===== config.mk =====
export PLATFORM = sky130hd
export DESIGN_NAME = paletted_texel_decoder_top
export DESIGN_NICKNAME = d
export VERILOG_FILES = /design/src/rtl/ptd_pkg.sv /design/src/rtl/ptd_ram.sv /design/src/rtl/paletted_texel_decoder_top.sv
export VERILOG_INCLUDE_DIRS = /design/src /design/src/rtl
export SDC_FILE = /design/constraint.sdc
export NUM_CORES = 2
export LEC_CHECK = 0
export ABC_AREA = 1
export BUFFER_PORTS_ARGS = -buffer_cell sky130_fd_sc_hd__buf_2
export CAP_MARGIN = 10
export CORE_MARGIN = 8
export CORE_UTILIZATION = 30
export CTS_CLUSTER_SIZE = 12
export DETAILED_ROUTE_END_ITERATION = 12
export HOLD_SLACK_MARGIN = 0.02
export SETUP_SLACK_MARGIN = 0.4
export SYNTH_ARGS = -nofsm -noshare
export SYNTH_HDL_FRONTEND = slang
export SYNTH_SLANG_ARGS = --single-unit

===== constraint.sdc =====
create_clock -name clk -period 5.4 [get_ports clk]
set_clock_uncertainty 0.1 [all_clocks]
set_input_delay 0.27 -clock clk [delete_from_list [all_inputs] [get_ports clk]]
set_output_delay 0.27 -clock clk [all_outputs]
set_load 0.02 [all_outputs]

===== src/rtl/paletted_texel_decoder_top_macros.svh =====
// Assertion macros for the paletted texel decoder.
// Needs signals clk and rst_n in the scope of use.
`ifndef PALETTED_TEXEL_DECODER_TOP_MACROS_SVH
`define PALETTED_TEXEL_DECODER_TOP_MACROS_SVH

`ifndef NO_ASSERTIONS
`define PTD_ASSERT_SAME(lbl, ante, cons) \
    lbl: assert property (@(posedge clk) disable iff (!rst_n) (ante) |-> (cons)) \
        else $error("assertion failed");
`define PTD_ASSERT_NEXT(lbl, ante, cons) \
    lbl: assert property (@(posedge clk) disable iff (!rst_n) (ante) |=> (cons)) \
        else $error("assertion failed");
`else
`define PTD_ASSERT_SAME(lbl, ante, cons)
`define PTD_ASSERT_NEXT(lbl, ante, cons)
`endif

`endif


===== src/rtl/ptd_pkg.sv =====
// Package for the paletted texel decoder: field widths, format codes, alpha constants.
// No dependencies.
`timescale 1ns / 1ps

package ptd_pkg;

    localparam int CODE_W   = 8;
    localparam int COLOUR_W = 16;
    localparam int ALPHA_W  = 8;
    localparam int FMT_W    = 2;
    localparam int PAL_DEPTH = 256;

    // texel_format codes
    localparam logic [FMT_W-1:0] FMT_A3I5   = 2'd0;
    localparam logic [FMT_W-1:0] FMT_A5I3   = 2'd1;
    localparam logic [FMT_W-1:0] FMT_PAL256 = 2'd2;
    localparam logic [FMT_W-1:0] FMT_DIRECT = 2'd3;

    // item kinds
    localparam logic KIND_PAL_WRITE = 1'b0;
    localparam logic KIND_TEXEL     = 1'b1;

    localparam logic [ALPHA_W-1:0] ALPHA_MAX = 8'd255;
    localparam logic [ALPHA_W-1:0] ALPHA_MIN = 8'd0;

    // A3I5: alpha = (code & 0xE0) + 16, clamp at 239 and 16
    localparam logic [CODE_W-1:0]  A3I5_MASK = 8'hE0;
    localparam logic [ALPHA_W-1:0] A3I5_BIAS = 8'd16;
    localparam logic [ALPHA_W-1:0] A3I5_HI   = 8'd239;
    // A5I3: alpha = (code & 0xF8) + 4, clamp at 251 and 4
    localparam logic [CODE_W-1:0]  A5I3_MASK = 8'hF8;
    localparam logic [ALPHA_W-1:0] A5I3_BIAS = 8'd4;
    localparam logic [ALPHA_W-1:0] A5I3_HI   = 8'd251;

    localparam logic [COLOUR_W-1:0] COLOUR_TOP = 16'h8000;

    // Alpha per format; A3I5/A5I3 use the high code bits, sums stay below 256.
    function automatic logic [ALPHA_W-1:0] texel_alpha(
        input logic [FMT_W-1:0]  fmt,
        input logic [CODE_W-1:0] code,
        input logic              direct_top
    );
        logic [ALPHA_W-1:0] a;
        logic [ALPHA_W-1:0] res;
        begin
            a   = '0;
            res = ALPHA_MAX;
            case (fmt)
                FMT_A3I5:
                begin
                    a = (code & A3I5_MASK) + A3I5_BIAS;
                    if (a >= A3I5_HI)        res = ALPHA_MAX;
                    else if (a <= A3I5_BIAS) res = ALPHA_MIN;
                    else                     res = a;
                end
                FMT_A5I3:
                begin
                    a = (code & A5I3_MASK) + A5I3_BIAS;
                    if (a >= A5I3_HI)        res = ALPHA_MAX;
                    else if (a <= A5I3_BIAS) res = ALPHA_MIN;
                    else                     res = a;
                end
                FMT_PAL256: res = ALPHA_MAX;
                default:    res = direct_top ? ALPHA_MAX : ALPHA_MIN;
            endcase
            return res;
        end
    endfunction

    // Palette index taken from the texel byte.
    function automatic logic [CODE_W-1:0] palette_index(
        input logic [FMT_W-1:0]  fmt,
        input logic [CODE_W-1:0] code
    );
        logic [CODE_W-1:0] idx;
        begin
            case (fmt)
                FMT_A3I5: idx = {3'b000, code[4:0]};
                FMT_A5I3: idx = {5'b00000, code[2:0]};
                default:  idx = code;
            endcase
            return idx;
        end
    endfunction

endpackage


===== src/rtl/ptd_ram.sv =====
// Generic single-write, single-read synchronous RAM with registered read data.
// No dependencies.
`timescale 1ns / 1ps

module ptd_ram #(
    parameter int DATA_W = 16,
    parameter int DEPTH  = 256,
    parameter int ADDR_W = $clog2(DEPTH)
) (
    input  logic              clk,
    input  logic              we,
    input  logic [ADDR_W-1:0] waddr,
    input  logic [DATA_W-1:0] wdata,
    input  logic              re,
    input  logic [ADDR_W-1:0] raddr,
    output logic [DATA_W-1:0] rdata
);

    logic [DATA_W-1:0] mem_reg [DEPTH];
    logic [DATA_W-1:0] rdata_reg;

    always_ff @(posedge clk)
    begin
        if (we)
        begin
            mem_reg[waddr] <= wdata;
        end
        if (re)
        begin
            rdata_reg <= mem_reg[raddr];
        end
    end

    assign rdata = rdata_reg;

endmodule


===== src/rtl/paletted_texel_decoder_top.sv =====
// Paletted texel decoder, top level.
// Depends on ptd_pkg, ptd_ram and paletted_texel_decoder_top_macros.svh.
`timescale 1ns / 1ps

// Takes one item per clock while in_stall is low: palette writes (kind 0) store
// a colour into the 256 x 16 palette RAM and give no result; texel items
// (kind 1) give one colour/alpha result, decoded by texel_format (A3I5, A5I3,
// 256-colour, or direct 16-bit). The cycle of acceptance issues the palette
// read, the registered RAM output arrives in stage 1, and the result is loaded
// into the output register once stage 1 may advance. Throughput is one item per
// cycle while in_stall is low, set by the single read port and single write port
// of the palette RAM. A palette write lands at its acceptance edge, so any
// later texel reads the new colour. in_stall rises only when stage 1 holds a
// texel that cannot move into a full, stalled output register. texel_format
// should only be written while no items are in flight; cfg_ready is always high.
// Reading a palette entry that was never written returns undefined colour.

`include "paletted_texel_decoder_top_macros.svh"

module paletted_texel_decoder_top (
    input  logic                          clk,
    input  logic                          rst_n,

    // configuration write
    input  logic                          cfg_valid,
    output logic                          cfg_ready,
    input  logic [ptd_pkg::FMT_W-1:0]     cfg_data,

    // input items
    input  logic                          in_valid,
    output logic                          in_stall,
    input  logic                          kind,
    input  logic [ptd_pkg::CODE_W-1:0]    palette_slot,
    input  logic [ptd_pkg::COLOUR_W-1:0]  palette_colour,
    input  logic [ptd_pkg::CODE_W-1:0]    texel_code,
    input  logic [ptd_pkg::COLOUR_W-1:0]  direct_colour,

    // result items
    output logic                          out_valid,
    input  logic                          out_stall,
    output logic [ptd_pkg::COLOUR_W-1:0]  colour_out,
    output logic [ptd_pkg::ALPHA_W-1:0]   alpha_out
);

    // ---------------------------------------------------------------
    // Configuration register
    // ---------------------------------------------------------------
    logic [ptd_pkg::FMT_W-1:0] fmt_reg;

    assign cfg_ready = 1'b1;

    always_ff @(posedge clk or negedge rst_n)
    begin
        if (!rst_n)
        begin
            fmt_reg <= ptd_pkg::FMT_A3I5;
        end
        else if (cfg_valid && cfg_ready)
        begin
            fmt_reg <= cfg_data;
        end
    end

    // ---------------------------------------------------------------
    // Handshake
    // ---------------------------------------------------------------
    logic s1_valid_reg, s1_valid_next;
    logic out_valid_reg, out_valid_next;
    logic s1_adv;     // stage 1 may move into the output register
    logic in_accept;

    assign s1_adv    = !out_valid_reg || !out_stall;
    assign in_stall  = s1_valid_reg && !s1_adv;
    assign in_accept = in_valid && !in_stall;

    // ---------------------------------------------------------------
    // Stage 0: palette write or palette read issue
    // ---------------------------------------------------------------
    logic                           pal_we;
    logic                           pal_re;
    logic [ptd_pkg::CODE_W-1:0]     pal_raddr;
    logic [ptd_pkg::COLOUR_W-1:0]   pal_rdata;

    assign pal_we    = in_accept && (kind == ptd_pkg::KIND_PAL_WRITE);
    assign pal_re    = in_accept && (kind == ptd_pkg::KIND_TEXEL);
    assign pal_raddr = ptd_pkg::palette_index(fmt_reg, texel_code);

    ptd_ram #(
        .DATA_W (ptd_pkg::COLOUR_W),
        .DEPTH  (ptd_pkg::PAL_DEPTH)
    ) u_palette (
        .clk   (clk),
        .we    (pal_we),
        .waddr (palette_slot),
        .wdata (palette_colour),
        .re    (pal_re),
        .raddr (pal_raddr),
        .rdata (pal_rdata)
    );

    // Alpha and direct colour travel alongside the read.
    logic [ptd_pkg::ALPHA_W-1:0]  s1_alpha_reg, s1_alpha_next;
    logic [ptd_pkg::COLOUR_W-1:0] s1_direct_reg, s1_direct_next;

    always_comb
    begin
        s1_valid_next  = s1_valid_reg;
        s1_alpha_next  = s1_alpha_reg;
        s1_direct_next = s1_direct_reg;
        if (!s1_valid_reg || s1_adv)
        begin
            s1_valid_next = pal_re;
        end
        if (pal_re)
        begin
            s1_alpha_next  = ptd_pkg::texel_alpha(fmt_reg, texel_code,
                                                  direct_colour[ptd_pkg::COLOUR_W-1]);
            s1_direct_next = direct_colour;
        end
    end

    always_ff @(posedge clk or negedge rst_n)
    begin
        if (!rst_n)
        begin
            s1_valid_reg <= 1'b0;
        end
        else
        begin
            s1_valid_reg <= s1_valid_next;
        end
    end

    always_ff @(posedge clk)
    begin
        s1_alpha_reg  <= s1_alpha_next;
        s1_direct_reg <= s1_direct_next;
    end

    // ---------------------------------------------------------------
    // Stage 1: colour select into the output register
    // ---------------------------------------------------------------
    logic [ptd_pkg::COLOUR_W-1:0] s1_colour;
    logic [ptd_pkg::COLOUR_W-1:0] colour_reg, colour_next;
    logic [ptd_pkg::ALPHA_W-1:0]  alpha_reg, alpha_next;

    always_comb
    begin
        case (fmt_reg)
            ptd_pkg::FMT_A3I5:   s1_colour = pal_rdata;
            ptd_pkg::FMT_A5I3:   s1_colour = pal_rdata;
            ptd_pkg::FMT_PAL256: s1_colour = pal_rdata | ptd_pkg::COLOUR_TOP;
            default:             s1_colour = s1_direct_reg;
        endcase
    end

    always_comb
    begin
        out_valid_next = out_valid_reg;
        colour_next    = colour_reg;
        alpha_next     = alpha_reg;
        if (s1_adv)
        begin
            out_valid_next = s1_valid_reg;
        end
        if (s1_adv && s1_valid_reg)
        begin
            colour_next = s1_colour;
            alpha_next  = s1_alpha_reg;
        end
    end

    always_ff @(posedge clk or negedge rst_n)
    begin
        if (!rst_n)
        begin
            out_valid_reg <= 1'b0;
        end
        else
        begin
            out_valid_reg <= out_valid_next;
        end
    end

    always_ff @(posedge clk)
    begin
        colour_reg <= colour_next;
        alpha_reg  <= alpha_next;
    end

    assign out_valid  = out_valid_reg;
    assign colour_out = colour_reg;
    assign alpha_out  = alpha_reg;

    // ---------------------------------------------------------------
    // Assertions
    // ---------------------------------------------------------------
    // an accepted texel always reaches stage 1
    `PTD_ASSERT_NEXT(a_texel_to_s1, pal_re, s1_valid_reg)
    // a held stage 1 keeps its RAM read data (direct mode ignores the read)
    `PTD_ASSERT_NEXT(a_s1_hold, s1_valid_reg && !s1_adv && (fmt_reg != ptd_pkg::FMT_DIRECT), s1_valid_reg && $stable(pal_rdata))
    // 256-colour results carry bit 15 and full alpha
    `PTD_ASSERT_SAME(a_pal256_out, out_valid_reg && (fmt_reg == ptd_pkg::FMT_PAL256), colour_reg[ptd_pkg::COLOUR_W-1] && (alpha_reg == ptd_pkg::ALPHA_MAX))

endmodule


# Word-level counts from Yosys, hierarchy flattened
# Memory sizes are Yosys's and may differ from the RTL's. A register that Yosys moved wholly into a read port is not among the register bits.
# Cells that the tools add are included.
# Widths: inputs -> output; s select.
[classes]
reduce_logical = 14
add_sub_neg = 2
eq_ne = 2
mux = 10
order_cmp = 4
bitwise_logic = 1
[ops]
columns = ["cell", "n"]
rows = [
  ["$mux 8", 5],
  ["$pmux 16 s2", 1],
  ["$pmux 8 s3", 1],
  ["$ge 8x8->1 const B", 2],
  ["$pmux 8 s2", 1],
  ["$add 8x3->8 const B", 1],
  ["$add 8x5->8 const B", 1],
  ["$le 8x3->1 const B", 1],
  ["$le 8x5->1 const B", 1],
  ["$logic_and 1x1->1", 5],
  ["$logic_not 1->1", 5],
  ["$eq 2x1->1 const B", 1],
  ["$eq 2x2->1 const B", 1],
  ["$logic_not 2->1", 1],
  ["$logic_or 1x1->1", 2],
  ["$mux 1", 2],
  ["$reduce_or 2->1", 1],
  ["$not 1->1", 1],
]
[totals]
out_inout_bits = 27
mem_count = 1
register_bits = 52
wordCells = 41
in_bits = 56
ramBits = 4096
[mem_list]
columns = ["memory", "words", "word_bits", "read_ports", "rd_clocked_by_memory_dff", "wr", "line", "source"]
rows = [
  ["u_palette.mem_reg", 256, 16, 1, 1, 1, "ptd_ram.sv:19", "logic [DATA_W-1:0] mem_reg [DEPTH];"],
]

# Depth between registers and ports, before layout
[depth]
ltp_word = 9
mapped_depth = 15
mapped_depth_nobuf = 11

# Cells and area by module
# From an unflattened synthesis, not the netlist that was laid out.
[unflattened]
hier_cells = 13779
area_unflattened_um2 = 167871.0
[by_module_without_submodules]
columns = ["module", "seq_area_each_um2", "cells_each", "n_inst", "area_per_inst_um2"]
rows = [
  ["ptd_ram", 123478.4, 13617, 1, 165866.6],
  ["paletted_texel_decoder_top", 1481.4, 162, 1, 2004.4],
]

# Least setup slack after synthesis
# OpenSTA, ideal clock, no wires.
[synth_path]
kind = "flip-flop to flip-flop"
startpoint = "reg out_valid_reg (netlist: out_valid)"
endpoint = "reg s1_alpha_reg[1] in the netlist's numbering (enable)"
period_less_slack_ns = 3.017
path_buffers = 0
slack_ns = 2.383
setup_time_ns = 0.435
path_stages_with_launch = 6
required_time_ns = 4.865
arrival_time_ns = 2.482
path_cell_list = "dfrtp_1 > nand2_1 > nor2_1 > inv_1 > nand2_1 > nor2_1"
[synth_via]
elab_chain_len = 7
[synth_lines]
columns = ["element", "line", "source"]
rows = [
  ["from (decl)", "paletted_texel_decoder_top.sv:68", "logic out_valid_reg, out_valid_next;"],
  ["from (signal assigned)", "paletted_texel_decoder_top.sv:181", "out_valid_reg <= out_valid_next;"],
  ["$logic_not 1->1", "paletted_texel_decoder_top.sv:72", "assign s1_adv = !out_valid_reg || !out_stall;"],
  ["$logic_or 1x1->1", "paletted_texel_decoder_top.sv:72", ""],
  ["$logic_not 1->1", "paletted_texel_decoder_top.sv:73", "assign in_stall = s1_valid_reg && !s1_adv;"],
  ["$logic_and 1x1->1", "paletted_texel_decoder_top.sv:73", ""],
  ["net in_stall", "paletted_texel_decoder_top.sv:31", "output logic in_stall,"],
  ["$logic_not 1->1", "paletted_texel_decoder_top.sv:74", "assign in_accept = in_valid && !in_stall;"],
  ["$logic_and 1x1->1", "paletted_texel_decoder_top.sv:74", ""],
  ["$logic_and 1x1->1", "paletted_texel_decoder_top.sv:85", "assign pal_re = in_accept && (kind == ptd_pkg::KIND_TEXEL);"],
  ["net pal_re", "paletted_texel_decoder_top.sv:80", "logic pal_re;"],
  ["to (signal assigned)", "paletted_texel_decoder_top.sv:136", "s1_alpha_reg <= s1_alpha_next;"],
  ["to (decl)", "paletted_texel_decoder_top.sv:102", "logic [ptd_pkg::ALPHA_W-1:0] s1_alpha_reg, s1_alpha_next;"],
]
# The timed path passes the listed nets, and every way through them passes these cells.
# A chain may end at the register's enable or synchronous reset.

# Final worst setup path
[layout_path]
startpoint = "in out_stall"
endpoint = "mem u_palette.mem_reg[151][5] (enable)"
[layout_via]
elab_chain_len = 9
[layout_lines]
columns = ["element", "line", "source"]
rows = [
  ["from (decl)", "paletted_texel_decoder_top.sv:40", "input logic out_stall,"],
  ["$logic_not 1->1", "paletted_texel_decoder_top.sv:72", ""],
  ["$logic_or 1x1->1", "paletted_texel_decoder_top.sv:72", ""],
  ["$logic_not 1->1", "paletted_texel_decoder_top.sv:73", ""],
  ["$logic_and 1x1->1", "paletted_texel_decoder_top.sv:73", ""],
  ["$logic_not 1->1", "paletted_texel_decoder_top.sv:74", ""],
  ["$logic_and 1x1->1", "paletted_texel_decoder_top.sv:74", ""],
  ["$logic_and 1x1->1", "paletted_texel_decoder_top.sv:84", "assign pal_we = in_accept && (kind == ptd_pkg::KIND_PAL_WRITE);"],
  ["$mux 1", "ptd_ram.sv:24", "if (we)"],
  ["$mux 1 (implied by the code)", "ptd_ram.sv:26", "mem_reg[waddr] <= wdata;"],
  ["to (decl)", "ptd_ram.sv:19", ""],
]
# Every way passes these cells.

==> results_tabular.tex <==
\begin{tabular}{lr}
\hline
Metric & Value \\
\hline
\multicolumn{2}{l}{\textbf{Critical path}} \\
Data arrival time of the worst path & 4.72 ns \\
Maximum fanout along the worst path & 16 \\
Required time of the critical path & 5.94 ns \\
Worst reg2reg path endpoint & u\_palette.rdata[11] \\
Reg2reg path depth & 12 \\
Worst reg2reg setup slack & 1.46 ns \\
CP Class & in -> reg \\
Reg-to-Reg Start & fmt\_reg[1] \\
Launching element type of the critical path & primary input \\
Kind of end point of the critical path & flop \\
\multicolumn{2}{l}{\textbf{Synthesis}} \\
Number of enable-type register cells in the synthesized netlist & 4158 \\
Synthesized-area fraction occupied by ao, oa, aoi and oai cells & 0.0448\% \\
Most used flip-flop cell after synthesis & sky130\_fd\_sc\_hd\_\_edfxtp\_1 \\
Number of synthesized register bits & 4162 \\
Number of warnings reported in the yosys synthesis log & 0 \\
Adder and majority gate portion of the synthesized area & 0\% \\
Synthesized instance count & 13734 \\
Cell area after synthesis & 168000 µm² \\
Synth Area in Simple Gates & 22.3\% \\
Multiplexer share of the synthesized area & 0\% \\
Async set-reset flop share out of synthesis & 0.0961\% \\
Sequential element share of the synthesized area & 74.6\% \\
Net count after synthesis & 13790 \\
Mean instance size in the synthesized netlist & 12.2 µm² \\
Unique masters post-synth & 25 \\
Xor/xnor share of the synthesized area & 0\% \\
Combinational family with the most area after synthesis & simple AND/OR/NAND/NOR gates \\
\multicolumn{2}{l}{\textbf{Worst hold path}} \\
Hold Crit Start & direct\_colour[15] \\
Worst min-delay path endpoint & s1\_alpha\_reg[1] \\
Min-delay worst type & in -> reg \\
Hold Crit Depth & 4 \\
\multicolumn{2}{l}{\textbf{Layout}} \\
Area of the multi-input gates & 37500 µm² \\
Top library cells by usage in the layout, fill and taps aside & 4248 x sky130\_fd\_sc\_hd\_\_nand2\_1, 4158 x sky130\_fd\_sc\_hd\_\_edfxtp\_1, 4038 x sky130\_fd\_sc\_hd\_\_nand3\_1 \\
Max FFs per register & 4096 \\
Number of nets in the layout & 13896 \\
Finished Layout Cells & 21586 \\
Area growth, synth to finish & 13.3\% \\
Layout fillers & 54202 \\
Register Area & 125000 µm² \\
Share of final-layout standard cells stronger than drive strength 1 & 7.58\% \\
Post-Layout Inst Area & 190000 µm² \\
Leading cell type in the layout, fill and taps excluded & sky130\_fd\_sc\_hd\_\_nand2\_1 \\
\multicolumn{2}{l}{\textbf{Place}} \\
Standard cell area after detailed placement & 177000 µm² \\
Count of input and output buffers & 81 \\
Global placer's final weighted congestion & 0.864 \\
Count of placed standard cells including taps & 20796 \\
Setup slack after placement & 1.50 ns \\
Sum of net half-perimeters after detailed placement & 270 mm \\
\multicolumn{2}{l}{\textbf{Global routing}} \\
Overall global routing resource usage & 16.2\% \\
Sum of overflow across all layers after global routing & 0 \\
Largest net degree at the start of global routing & 169 \\
Via count of the first global-routing pass & 101384 \\
Global-route wire length before repair & 714 mm \\
Initial antenna violation count & 31 \\
\multicolumn{2}{l}{\textbf{STA}} \\
Minimum clock period & 4.18 ns \\
Worst path setup slack after routing & 1.22 ns \\
Final count of negative-setup-slack endpoints & 0 \\
Final TNS setup & 0 ns \\
Maximum frequency from static timing analysis & 0.239 GHz \\
Transition at the pin with the smallest max-transition slack & 1.38 ns \\
Share of the cycle needed by the critical path after routing & 77.5\% \\
Count of final hold-check violations & 0 \\
Minimum hold slack & 0.132 ns \\
Max-Slew Margin vs Limit & 8.10\% \\
Number of pins with negative max-slew slack in the final report & 0 \\
RSZ-0062 raised after global routing & false \\
\multicolumn{2}{l}{\textbf{CTS}} \\
Clock transition at the register clock pins on the worst setup and hold paths after CTS & 0.06 ns \\
Count of clock tree sinks & 4162 \\
Post-CTS Setup Bufs & 0 \\
TritonCTS Buffers & 422 \\
Clock network latency to the later pin of the worst-skew pair & 1.02 ns \\
Clock H-tree levels & 5 \\
Root buffer cell & sky130\_fd\_sc\_hd\_\_clkbuf\_16 \\
Maximum count of clock buffers along a single path & 4 \\
Clock tree from TritonCTS & yes \\
\multicolumn{2}{l}{\textbf{Floorplan}} \\
Core area & 557000 µm² \\
Initial Util & 30.1\% \\
Width of the die & 763 µm \\
Area of the die & 583000 µm² \\
Floorplan die height & 763 µm \\
Top-Level Pins & 83 \\
Standard-cell row count & 274 \\
\multicolumn{2}{l}{\textbf{Run}} \\
Count of max-cap constraint violations & 0 \\
\multicolumn{2}{l}{\textbf{Route}} \\
First-pass DRT Iterations & 6 \\
Number of vias after detailed routing & 109653 \\
Iteration-0 DRC Markers & 14439 \\
Drt total wl & 496 mm \\
Number of remaining DRC errors & 0 \\
Per-cell via count in the routed design & 5.08 \\
Final ANT Viol Nets & 0 \\
Average routed wire per standard cell & 23.0 µm \\
\multicolumn{2}{l}{\textbf{Power and ir drop}} \\
Power Density & 353 nW/µm² \\
Leakage power & 64.8 nW \\
Largest voltage drop on the vdd net & 0.000302 V \\
\multicolumn{2}{l}{\textbf{Status}} \\
Outcome & complete, no violations \\
\hline
\end{tabular}
## synth_stat cells (2+ instances only)
cell type | instances | area (µm²)
sky130_fd_sc_hd__nand3_1 | 4038 | 20200
sky130_fd_sc_hd__buf_6 | 41 | 462
sky130_fd_sc_hd__dfrtp_1 | 4 | 100
sky130_fd_sc_hd__nand2_1 | 4266 | 16000
sky130_fd_sc_hd__nor3_1 | 2 | 10.0
sky130_fd_sc_hd__buf_1 | 51 | 191
sky130_fd_sc_hd__inv_2 | 5 | 18.8
sky130_fd_sc_hd__nand4_1 | 3 | 18.8
sky130_fd_sc_hd__clkbuf_1 | 123 | 462
sky130_fd_sc_hd__nand2_2 | 2 | 12.5
sky130_fd_sc_hd__buf_4 | 139 | 1040
sky130_fd_sc_hd__inv_1 | 24 | 90.1
sky130_fd_sc_hd__a21oi_1 | 4 | 20.0
sky130_fd_sc_hd__edfxtp_1 | 4158 | 125000
sky130_fd_sc_hd__nor2_1 | 278 | 1040
sky130_fd_sc_hd__buf_2 | 583 | 2920
sky130_fd_sc_hd__o21ai_0 | 5 | 25.0
## area by class of cell
| cell class | instances | area share (%) |
|---|---|---|
| Antenna cell | 23 | 0.0303 |
| Clock buffer | 542 | 5.86 |
| Clock inverter | 153 | 0.554 |
| Inverter | 30 | 0.0824 |
| Multi-Input combinational cell | 8604 | 19.8 |
| Sequential cell | 4162 | 65.8 |
| Tap cell | 7452 | 4.91 |
| Timing Repair Buffer | 620 | 3.02 |
## power by group
| group | internal, W | switching (W) | leakage, nW |
|---|---|---|---|
| combinational | 0.00103 | 0.00359 | 21.5 |
| sequential | 0.0356 | 0.0000370 | 37.4 |
| clock | 0.0146 | 0.0122 | 5.89 |
| total | 0.0513 | 0.0158 | 64.8 |
## routing by layer
metal / track usage [%] / wire length, µm
met1: 22.6 / 205000
met2: 25.1 / 224000
met3: 3.00 / 46800
met4: 6.42 / 20400
met5: 0 / 49
## critical path, cell delays in order
cell	delay [ns]
sky130_fd_sc_hd__dlygate4sd3_1	0.52
sky130_fd_sc_hd__dlygate4sd3_1	0.55
sky130_fd_sc_hd__buf_2	0.15
sky130_fd_sc_hd__dlygate4sd3_1	0.55
sky130_fd_sc_hd__nand2_1	0.08
sky130_fd_sc_hd__nor2_1	0.05
sky130_fd_sc_hd__inv_1	0.07
sky130_fd_sc_hd__nand2_1	0.13
sky130_fd_sc_hd__nor2_2	0.35
sky130_fd_sc_hd__buf_4	0.26
sky130_fd_sc_hd__nand4_1	0.26
sky130_fd_sc_hd__buf_4	0.37
sky130_fd_sc_hd__nor2_1	0.72
sky130_fd_sc_hd__buf_4	0.35
## metrics by stage
| stage | total power (W) | utilization (%) |
|---|---|---|
| after global routing | 0.0689 | 34.1 |
| after global placement | 0.0408 | 31.8 |
| final | 0.0671 | 34.1 |
| after detailed placement | 0.0409 | 31.8 |
| after floorplan | 0.0387 | - |
| after CTS | 0.0674 | 34.1 |
## kinds of logic after synthesis
| kind of cell | after synthesis |
|---|---|
| simple gates | 8590 |
| flops | 4162 |
| buf+inv | 968 |
| compound gates | 13 |
| other cells | 1 |
## how the worst max path moves through the flow
stage / startpoint / to / slack, ns / cells after the start
floorplan: out_valid / s1_alpha_reg[1] / 2.38 / 5
CTS: out_stall / u_palette.mem_reg[158][6] / 1.36 / 14
global route: out_stall / u_palette.mem_reg[133][9] / 1.10 / 13
finish: out_stall / u_palette.mem_reg[151][5] / 1.22 / 14
detailed placement: texel_code[1] / u_palette.rdata[2] / 1.50 / 12
global placement: texel_code[1] / u_palette.rdata[2] / 1.51 / 12
## what timing repair did
action / 4_1_cts / 5_1_grt
resized for setup: 0 / 0
hold endpoints to repair: 1529 / 0
setup endpoints to repair: 0 / 0
hold buffers: 72 / 0
Power figures use the tool's default switching activity.
